`config.mk`:
```
export PLATFORM = sky130hd
export DESIGN_NAME = laser_range_frame_parser
export DESIGN_NICKNAME = d
export VERILOG_FILES = /design/src/rtl/lrfp_pkg.sv /design/src/rtl/lrfp_frame_core.sv /design/src/rtl/laser_range_frame_parser.sv
export SDC_FILE = /design/constraint.sdc
export NUM_CORES = 1
export LEC_CHECK = 0
export ABC_CLOCK_PERIOD_IN_PS = 3900
export BUFFER_PORTS_ARGS = -buffer_cell sky130_fd_sc_hd__buf_2
export CORE_ASPECT_RATIO = 0.5
export CORE_MARGIN = 5
export CORE_UTILIZATION = 50
export DETAILED_ROUTE_END_ITERATION = 7
export GPL_ROUTABILITY_DRIVEN = 0
export GPL_TIMING_DRIVEN = 0
export PLACE_DENSITY = 0.68
export RECOVER_POWER = 50
export SYNTH_ARGS = -nofsm -noshare
export SYNTH_HDL_FRONTEND = slang
export SYNTH_SLANG_ARGS = --single-unit
```
`constraint.sdc`:
```
create_clock -name clk -period 3.9 [get_ports clk]
set_clock_uncertainty 0.2 [all_clocks]
set_input_delay 0.585 -clock clk [delete_from_list [all_inputs] [get_ports clk]]
set_output_delay 0.585 -clock clk [all_outputs]
set_load 0.02 [all_outputs]
```
`src/rtl/lrfp_pkg.sv`:
```
// Package for the laser range frame parser: status codes, frame layout
// constants and the result struct passed from the frame core to the top level.
// No dependencies.
`default_nettype none

package lrfp_pkg;

    localparam int unsigned DIST_W = 20;

    localparam logic [3:0] CHECK_POS  = 4'd10;
    localparam logic [7:0] ASCII_ZERO = 8'h30;
    localparam logic [7:0] ASCII_NINE = 8'h39;
    localparam logic [7:0] CHAR_E     = 8'h45;
    localparam logic [7:0] CHAR_R     = 8'h52;

    typedef enum logic [1:0] {
        ST_OK           = 2'd0,
        ST_OUT_OF_RANGE = 2'd1,
        ST_BAD_SUM      = 2'd2,
        ST_BAD_DIGIT    = 2'd3
    } status_t;

    typedef struct packed {
        logic               last;      // this item is the checksum byte
        logic [DIST_W-1:0]  distance;
        status_t            status;
    } result_t;

endpackage

`default_nettype wire

```
`src/rtl/lrfp_frame_core.sv`:
```
// Frame state for the laser range frame parser: byte index, running sum,
// decimal accumulator and text/digit flags. Depends on lrfp_pkg.
`default_nettype none

module lrfp_frame_core (
    input  wire logic              clk,
    input  wire logic              rst_n,
    input  wire logic [7:0]        rx_byte,
    input  wire logic              advance,
    output lrfp_pkg::result_t      result
);
    import lrfp_pkg::*;

    logic [3:0]        index_reg, index_next;
    logic [7:0]        sum_reg, sum_next;
    logic [DIST_W-1:0] acc_reg, acc_next;
    logic              err_match_reg, err_match_next;
    logic              fault_reg, fault_next;

    logic [7:0]        expected;
    logic [7:0]        digit_off;
    logic              is_digit;
    logic              is_check;

    always_comb
    begin
        expected  = 8'(~sum_reg + 8'd1);
        digit_off = 8'(rx_byte - ASCII_ZERO);
        is_digit  = (rx_byte >= ASCII_ZERO) && (rx_byte <= ASCII_NINE);
        is_check  = (index_reg >= CHECK_POS);

        index_next     = 4'(index_reg + 4'd1);
        sum_next       = 8'(sum_reg + rx_byte);
        acc_next       = acc_reg;
        err_match_next = err_match_reg;
        fault_next     = fault_reg;

        result.last     = is_check;
        result.distance = '0;
        result.status   = ST_OK;

        if (is_check)
        begin
            if (rx_byte != expected)
                result.status = ST_BAD_SUM;
            else if (err_match_reg)
                result.status = ST_OUT_OF_RANGE;
            else if (fault_reg)
                result.status = ST_BAD_DIGIT;
            else
                result.distance = acc_reg;

            // frame done: back to the reset values
            index_next     = '0;
            sum_next       = '0;
            acc_next       = '0;
            err_match_next = 1'b1;
            fault_next     = 1'b0;
        end
        else
        begin
            case (index_reg) inside
                4'd3:
                begin
                    if (rx_byte != CHAR_E)
                        err_match_next = 1'b0;
                end
                4'd4, 4'd5:
                begin
                    if (rx_byte != CHAR_R)
                        err_match_next = 1'b0;
                end
                default:
                begin
                end
            endcase

            case (index_reg) inside
                4'd3, 4'd4, 4'd5, 4'd7, 4'd8, 4'd9:
                begin
                    // acc * 10 as two shifts, truncated to the field width
                    if (is_digit)
                        acc_next = {acc_reg[DIST_W-4:0], 3'b000}
                                 + {acc_reg[DIST_W-2:0], 1'b0}
                                 + {{(DIST_W-4){1'b0}}, digit_off[3:0]};
                    else
                        fault_next = 1'b1;
                end
                default:
                begin
                end
            endcase
        end
    end

    always_ff @(posedge clk or negedge rst_n)
    begin
        if (!rst_n)
        begin
            index_reg     <= '0;
            sum_reg       <= '0;
            acc_reg       <= '0;
            err_match_reg <= 1'b1;
            fault_reg     <= 1'b0;
        end
        else if (advance)
        begin
            index_reg     <= index_next;
            sum_reg       <= sum_next;
            acc_reg       <= acc_next;
            err_match_reg <= err_match_next;
            fault_reg     <= fault_next;
        end
    end

endmodule

`default_nettype wire

```
`src/rtl/laser_range_frame_parser.sv`:
```
// Top level of the laser range frame parser: input register, frame core and
// result register with valid/stall handshakes. Depends on lrfp_pkg and
// lrfp_frame_core.
//
//   channel  direction  handshake            payload
//   input    in         in_valid/in_stall    rx_byte[7:0]
//   result   out        out_valid/out_stall  distance_milli[19:0], status[1:0]
//
// One byte is accepted per cycle while in_stall is low; a result comes
// from its checksum byte in the input register, via the result register.
// Frames of 11 bytes are counted from reset; reset clears the frame state.
// A stalled result holds its register; only a checksum byte waiting behind
// it holds the input register, so data bytes keep flowing.
`default_nettype none

module laser_range_frame_parser (
    input  wire logic        clk,
    input  wire logic        rst_n,
    input  wire logic        in_valid,
    output logic             in_stall,
    input  wire logic [7:0]  rx_byte,
    output logic             out_valid,
    input  wire logic        out_stall,
    output logic [19:0]      distance_milli,
    output logic [1:0]       status
);
    import lrfp_pkg::*;

    logic              hold_valid_reg;
    logic [7:0]        hold_byte_reg;
    logic              out_valid_reg;
    logic [DIST_W-1:0] dist_reg;
    status_t           status_reg;

    result_t           core_result;
    logic              out_free;
    logic              advance;
    logic              in_take;

    assign out_free = !out_valid_reg || !out_stall;
    assign advance  = hold_valid_reg && (!core_result.last || out_free);
    assign in_stall = hold_valid_reg && !advance;
    assign in_take  = in_valid && !in_stall;

    lrfp_frame_core u_core (
        .clk     (clk),
        .rst_n   (rst_n),
        .rx_byte (hold_byte_reg),
        .advance (advance),
        .result  (core_result)
    );

    always_ff @(posedge clk or negedge rst_n)
    begin
        if (!rst_n)
        begin
            hold_valid_reg <= 1'b0;
            out_valid_reg  <= 1'b0;
        end
        else
        begin
            if (in_take)
                hold_valid_reg <= 1'b1;
            else if (advance)
                hold_valid_reg <= 1'b0;

            if (advance && core_result.last)
                out_valid_reg <= 1'b1;
            else if (!out_stall)
                out_valid_reg <= 1'b0;
        end
    end

    always_ff @(posedge clk)
    begin
        if (in_take)
            hold_byte_reg <= rx_byte;
        if (advance && core_result.last)
        begin
            dist_reg   <= core_result.distance;
            status_reg <= core_result.status;
        end
    end

    assign out_valid      = out_valid_reg;
    assign distance_milli = dist_reg;
    assign status         = status_reg;

endmodule

`default_nettype wire

```
Word level (Yosys, flattened, before mapping)
Cells that the tools add are included.
{ "word_totals": {"regBits": 66, "inputBits": 12, "output_inout_bits": 24, "wordCells": 78} }
{ "op_classes": {"addsub": 6, "n_lt_le_gt_ge": 3, "eq_ne": 12, "muxes": 20, "bitwise_logic": 2, "n_reduce_logical": 24} }
{ "op_table": {"columns": ["cell", "n"], "rows": [
  ["2-to-1 mux 20 bit", 3],
  ["adder 20 bit", 1],
  ["adder 20 x 4 -> 20 bit", 1],
  ["!= test 8 x 7 -> 1 bit, second input constant", 2],
  ["equality test 4 x 3 -> 1 bit, second input constant", 3],
  ["2-to-1 mux 1 bit", 12],
  ["adder 8 x 1 -> 8 bit, second input constant", 1],
  ["adder 8 bit", 1],
  ["equality test 4 bit, second input constant", 2],
  [">= comparator 8 x 6 -> 1 bit, second input constant", 1],
  ["<= comparator 8 x 6 -> 1 bit, second input constant", 1],
  ["2-to-1 mux 8 bit", 1],
  ["!= test 8 bit", 1],
  ["NOT 8 bit", 1],
  ["2-to-1 mux 2 bit", 3],
  ["AND reduction 3 bit", 2],
  ["nonzero test 2 bit", 3],
  ["nonzero test 3 bit", 2],
  ["OR reduction 6 bit", 1],
  ["logical AND 1 bit", 5],
  ["zero test 1 bit", 5],
  ["adder 4 x 1 -> 4 bit, second input constant", 1],
  ["equality test 4 x 2 -> 1 bit, second input constant", 1],
  [">= comparator 4 bit, second input constant", 1],
  ["10 further kinds", 12]
]} }

Logic depth before layout (Yosys ltp)
{ "logic_depth": {"word_depth": 9, "mapped_depth": 10, "ltp_nobuf": 10} }

By module
From an unflattened synthesis, not the netlist that was laid out.
{ "unflattened": {"hier_cells": 410, "area_unflattened_um2": 4255.3} }
{ "modules_own_cells": {"columns": ["module", "instances", "cells_each", "area_each_um2", "seq_area_each_um2"], "rows": [
  ["lrfp_frame_core", 1, 368, 3249.4, 852.1],
  ["laser_range_frame_parser", 1, 42, 1006.0, 950.9]
]} }

Worst setup path after synthesis
Ideal clock, no wire load.
{ "synth_timing": {"path_type": "flip-flop to flip-flop", "from": "register hold_byte_reg[3]", "to": "register u_core.acc_reg[10]", "t_arrival_ns": 2.771, "required_time_ns": 3.578, "slack_ns": 0.807, "path_stages_with_launch": 11, "n_path_buf": 0, "synth_period_minus_slack_ns": 3.093, "cell_sequence": "edfxtp_1 > inv_1 > fa_1 > inv_1 > fa_1 > a211oi_1 > nor2_1 > o21a_1 > o41a_1 > or2_0 > a32o_1"} }
{ "synth_via": {"elab_chain_len": 5, "word_cells_on_any_way": 10, "cone_classes": "add/sub (2); order compare (2); mux (3); reduce/logical (3)"} }
{ "synth_lines": {"columns": ["item", "line_no", "source"], "rows": [
  ["start, declared", "laser_range_frame_parser.sv:30", "logic [7:0] hold_byte_reg;"],
  ["start signal, assigned", "laser_range_frame_parser.sv:77", "hold_byte_reg <= rx_byte;"],
  ["subtractor 4 x 1 -> 4 bit", "lrfp_frame_core.sv:28", "digit_off = 8'(rx_byte - ASCII_ZERO);"],
  ["adder 20 x 4 -> 20 bit", "lrfp_frame_core.sv:85", "+ {{(DIST_W-4){1'b0}}, digit_off[3:0]};"],
  ["2-to-1 mux 20 bit", "lrfp_frame_core.sv:82", "if (is_digit)"],
  ["2-to-1 mux 20 bit", "lrfp_frame_core.sv:78", "case (index_reg) inside"],
  ["2-to-1 mux 20 bit", "lrfp_frame_core.sv:42", "if (is_check)"],
  ["end signal, assigned", "lrfp_frame_core.sv:110", "acc_reg <= acc_next;"],
  ["end, declared", "lrfp_frame_core.sv:16", "logic [DIST_W-1:0] acc_reg, acc_next;"]
]} }
Parallel ways exist; a longest one is shown, timed or not. The select of a mux whose other input is x is not followed.
A chain may end at the register's enable or synchronous reset.

Worst setup path after layout
Same ends and word-level chain as after synthesis.

==> impl_results.md <==
* Status: finished with violations
* Failing checks: capacitance limit, slew limit
* Final WL at approximately 8600 um
* Worst slew margin at -0.377
* Core box area at just over 8000 um^2
* Crit path kind: reg -> reg
* Die H at approximately 75 um
* CTS Buf Count at 9
* GRT Total Usage at 0.182
* CP max stage delay at 0.53 ns
* Hold_ws at roughly 0.23 ns
* Final Hold Vio Count at 0
* Leakage power total at 2.09 nW
* Post-synth EDFFs at 30
* CTS sink count at 66
* Period utilization at 0.862
* Ports at 36
* Drt wl/cell at approximately 15 um
* Die Wd at 139 um
* Post-layout nets at ~520
* Starting density of the core at 0.518
* Critical path's top delay family: compound AO/OA/AOI/OAI gates
* CTS-repair resized insts at 0
* Final setup viols at 0
* Post-Syn Nets at approximately 470
* Post-synthesis sequential area ratio at 0.430
* Vias/cell at roughly 5.5
* Hold_sp: rx_byte[0]
* DP Wirelength at ~6300 um
* Max Clk Rate at between 200 and 300 MHz
* Max Cap Viol at 1
* Drt first-iter violations at 216
* R2R depth at 10
* First-pass GRT wire length at roughly 15000 um
* CP max stage cell: fa_1
* Synth unique cells at 54
* Largest net degree at the start of global routing at 37
* Max VDD drop at between 300 and 400 uV
* Routed via count at 3182
* Setup TNS at 0 ns
* Cell depth of the worst setup path at 10
* # port buffers at 35
* Total congestion overflow at 0
* CTS root buffer: clkbuf_16
* CTS tree: built
* Slew @ Worst Pin at ~2.1 ns
* Area leader, netlist: edfxtp_1
* P&R area growth vs syn at 13.3%
* Top post-synthesis cells by area: edfxtp_1 (21%), dfrtp_1 (21%), ha_1 (14%)
* Share of the synthesized area in the top cell type at 0.215
* Hold EP: hold_byte_reg[0]$_DFFE_PP_
* Final non-filler cell total at between 500 and 600
* H-tree depth at 3
* Most common cell in the synthesized netlist: ha_1
* Worst hold path class: in -> reg
* Top cells by count, synth: ha_1 (46), nand2_1 (37), dfrtp_1 (35)
* Ratio of cells with drive above 1 in the final layout at 0.0691
* Async SR Flop Fraction at 0.545
* Initial antenna violation count at 0
* Reg-to-Reg Start: hold_byte_reg[3]$_DFFE_PP_
* CTS Buffer Depth at 2
* Post-Place Cells at roughly 560
* Nature of the critical path startpoint: flop
* Die ar. at between 10000 and 15000 um^2
* Worst Path Buf+Inv at 2
* Cell-by-cell trace of the critical path: inv_1 -> fa_1 -> inv_1 -> fa_1 -> a211oi_1 -> nor2_1 -> o21a_1 -> o41a_1 -> or2_0 -> a32o_1
* Mapped cell area at approximately 4200 um^2
* Worst hold stages at 1
* CP required at approximately 3.9 ns
* N_diodes at 0
* Antenna violation net count after detailed routing at 0
* Worst-path clk slew at about 0.050 ns
* Worst setup EP type: flop
* Core Rows at 23
* DR DRC count at 0
* Vias in the first global route at just over 3000
* Worst EP arrival at 3.38 ns
* Clock Latency Late Sink at roughly 0.33 ns
* Post-CTS Hold Buffers at 0
* DRT Pass-1 Iters at 4
* Worst reg2reg path endpoint: u_core.acc_reg[10]$_DFFE_PN0P_
* Flops & latches, synth at 66
* RSZ-0062 raised after global routing: no
* Syn avg cell area at about 10 um^2
* Max-slew violations at 37
* Mapped Cells at approximately 410
* Slack of the worst reg-to-reg path at 0.54 ns
* Top FF cell, synth: dfrtp_1
* Max Fanout on Critical Path at 5
* PwrDens at ~670 nW/um^2
* Setup Fix Bufs, Post-CTS at 0
* Fin crit period at around 3.4 ns
* Yosys warnings at 0
cells by family (layout without fill, tap and decap cells):
logic type | count (synthesis) | count (layout) | share of synthesized area
buffers and inverters | 28 | 79 | 0.0269
AO/OA/AOI/OAI | 114 | 114 | 0.179
multiplexers | 2 | 2 | 0.00478
adder cells (fa/ha/maj) | 49 | 49 | 0.152
AND/OR/NAND/NOR | 129 | 129 | 0.157
XOR/XNOR | 24 | 24 | 0.0502
flip-flops | 66 | 66 | 0.430
layout by cell type, fill, tap and decap left out, types with 4 or more instances in the layout:
cell       netlist  layout
o21a_1           5       5
ha_1            46      46
and2_1          25      24
a22o_1           7       7
buf_2            4      14
nor4_1           4       4
o21ai_0         31      31
o211ai_1         6       6
edfxtp_1        30      30
nor3_1           8       8
xor2_1          10      10
a211oi_1         6       6
a21oi_1         24      24
clkbuf_16        0       9
o31ai_1          5       6
dfrtp_1         35      35
clkbuf_1         4      32
nand2_1         37      37
nand3_1         11      11
nand2b_1         7       7
inv_1           18      18
xnor2_1         14      14
nor2_1          19      19
a21o_1           8       8
metrics by stage:
stage                      util  total power [mW]  cell area [um^2]  setup WS, ns
final                     0.587              3.16              4750         0.538
after global routing      0.587              3.44              4750         0.396
after CTS                 0.592              3.19              4780         0.552
after detailed placement  0.557              2.41              4510         0.579
after global placement    0.557              2.36              4510         0.596
after floorplan               -              2.10              4190         0.807
layer usage:
layer  track usage  wire (um)  vias up
met5             0          0        -
li1              -          -     1611
met3        0.0489        446        9
met4        0.0597         95        0
met1         0.249       4300     1500
met2         0.286       3740       62
power breakdown:
group,internal (mW),switching [mW],leakage (nW),total (mW)
registers,0.920,0.194,0.751,1.11
logic,0.539,0.734,1.20,1.27
clock network,0.489,0.284,0.136,0.773
total,1.95,1.21,2.09,3.16
final cells by class:
class / instances / area (um^2)
Tap cell: 112 / 140
Clock buffer: 12 / 236
Sequential cell: 66 / 1800
Inverter: 18 / 67.6
Timing Repair Buffer: 35 / 145
Multi-Input combinational cell: 318 / 2270
Clock inverter: 4 / 42.5
Buffer: 10 / 43.8
Fill cell: 707 / 3340
worst max-delay path by stage:
stage | from | to | slack, ns
floorplan | hold_byte_reg[3]$_DFFE_PP_ | u_core.acc_reg[10]$_DFFE_PN0P_ | 0.81
global placement | hold_byte_reg[3]$_DFFE_PP_ | u_core.acc_reg[10]$_DFFE_PN0P_ | 0.60
detailed placement | hold_byte_reg[3]$_DFFE_PP_ | u_core.acc_reg[10]$_DFFE_PN0P_ | 0.58
CTS | hold_byte_reg[3]$_DFFE_PP_ | u_core.acc_reg[10]$_DFFE_PN0P_ | 0.55
global route | hold_byte_reg[3]$_DFFE_PP_ | u_core.acc_reg[10]$_DFFE_PN0P_ | 0.40
finish | hold_byte_reg[3]$_DFFE_PP_ | u_core.acc_reg[10]$_DFFE_PN0P_ | 0.54
worst reg2reg max path: cells and delay by family (launching register included):
family	cells	cell delay [ns]
compound gates	4	1.09
fa+ha+maj	2	1.02
flops	1	0.46
simple gates	2	0.31
buf+inv	2	0.17
Power figures use the tool's default switching activity.
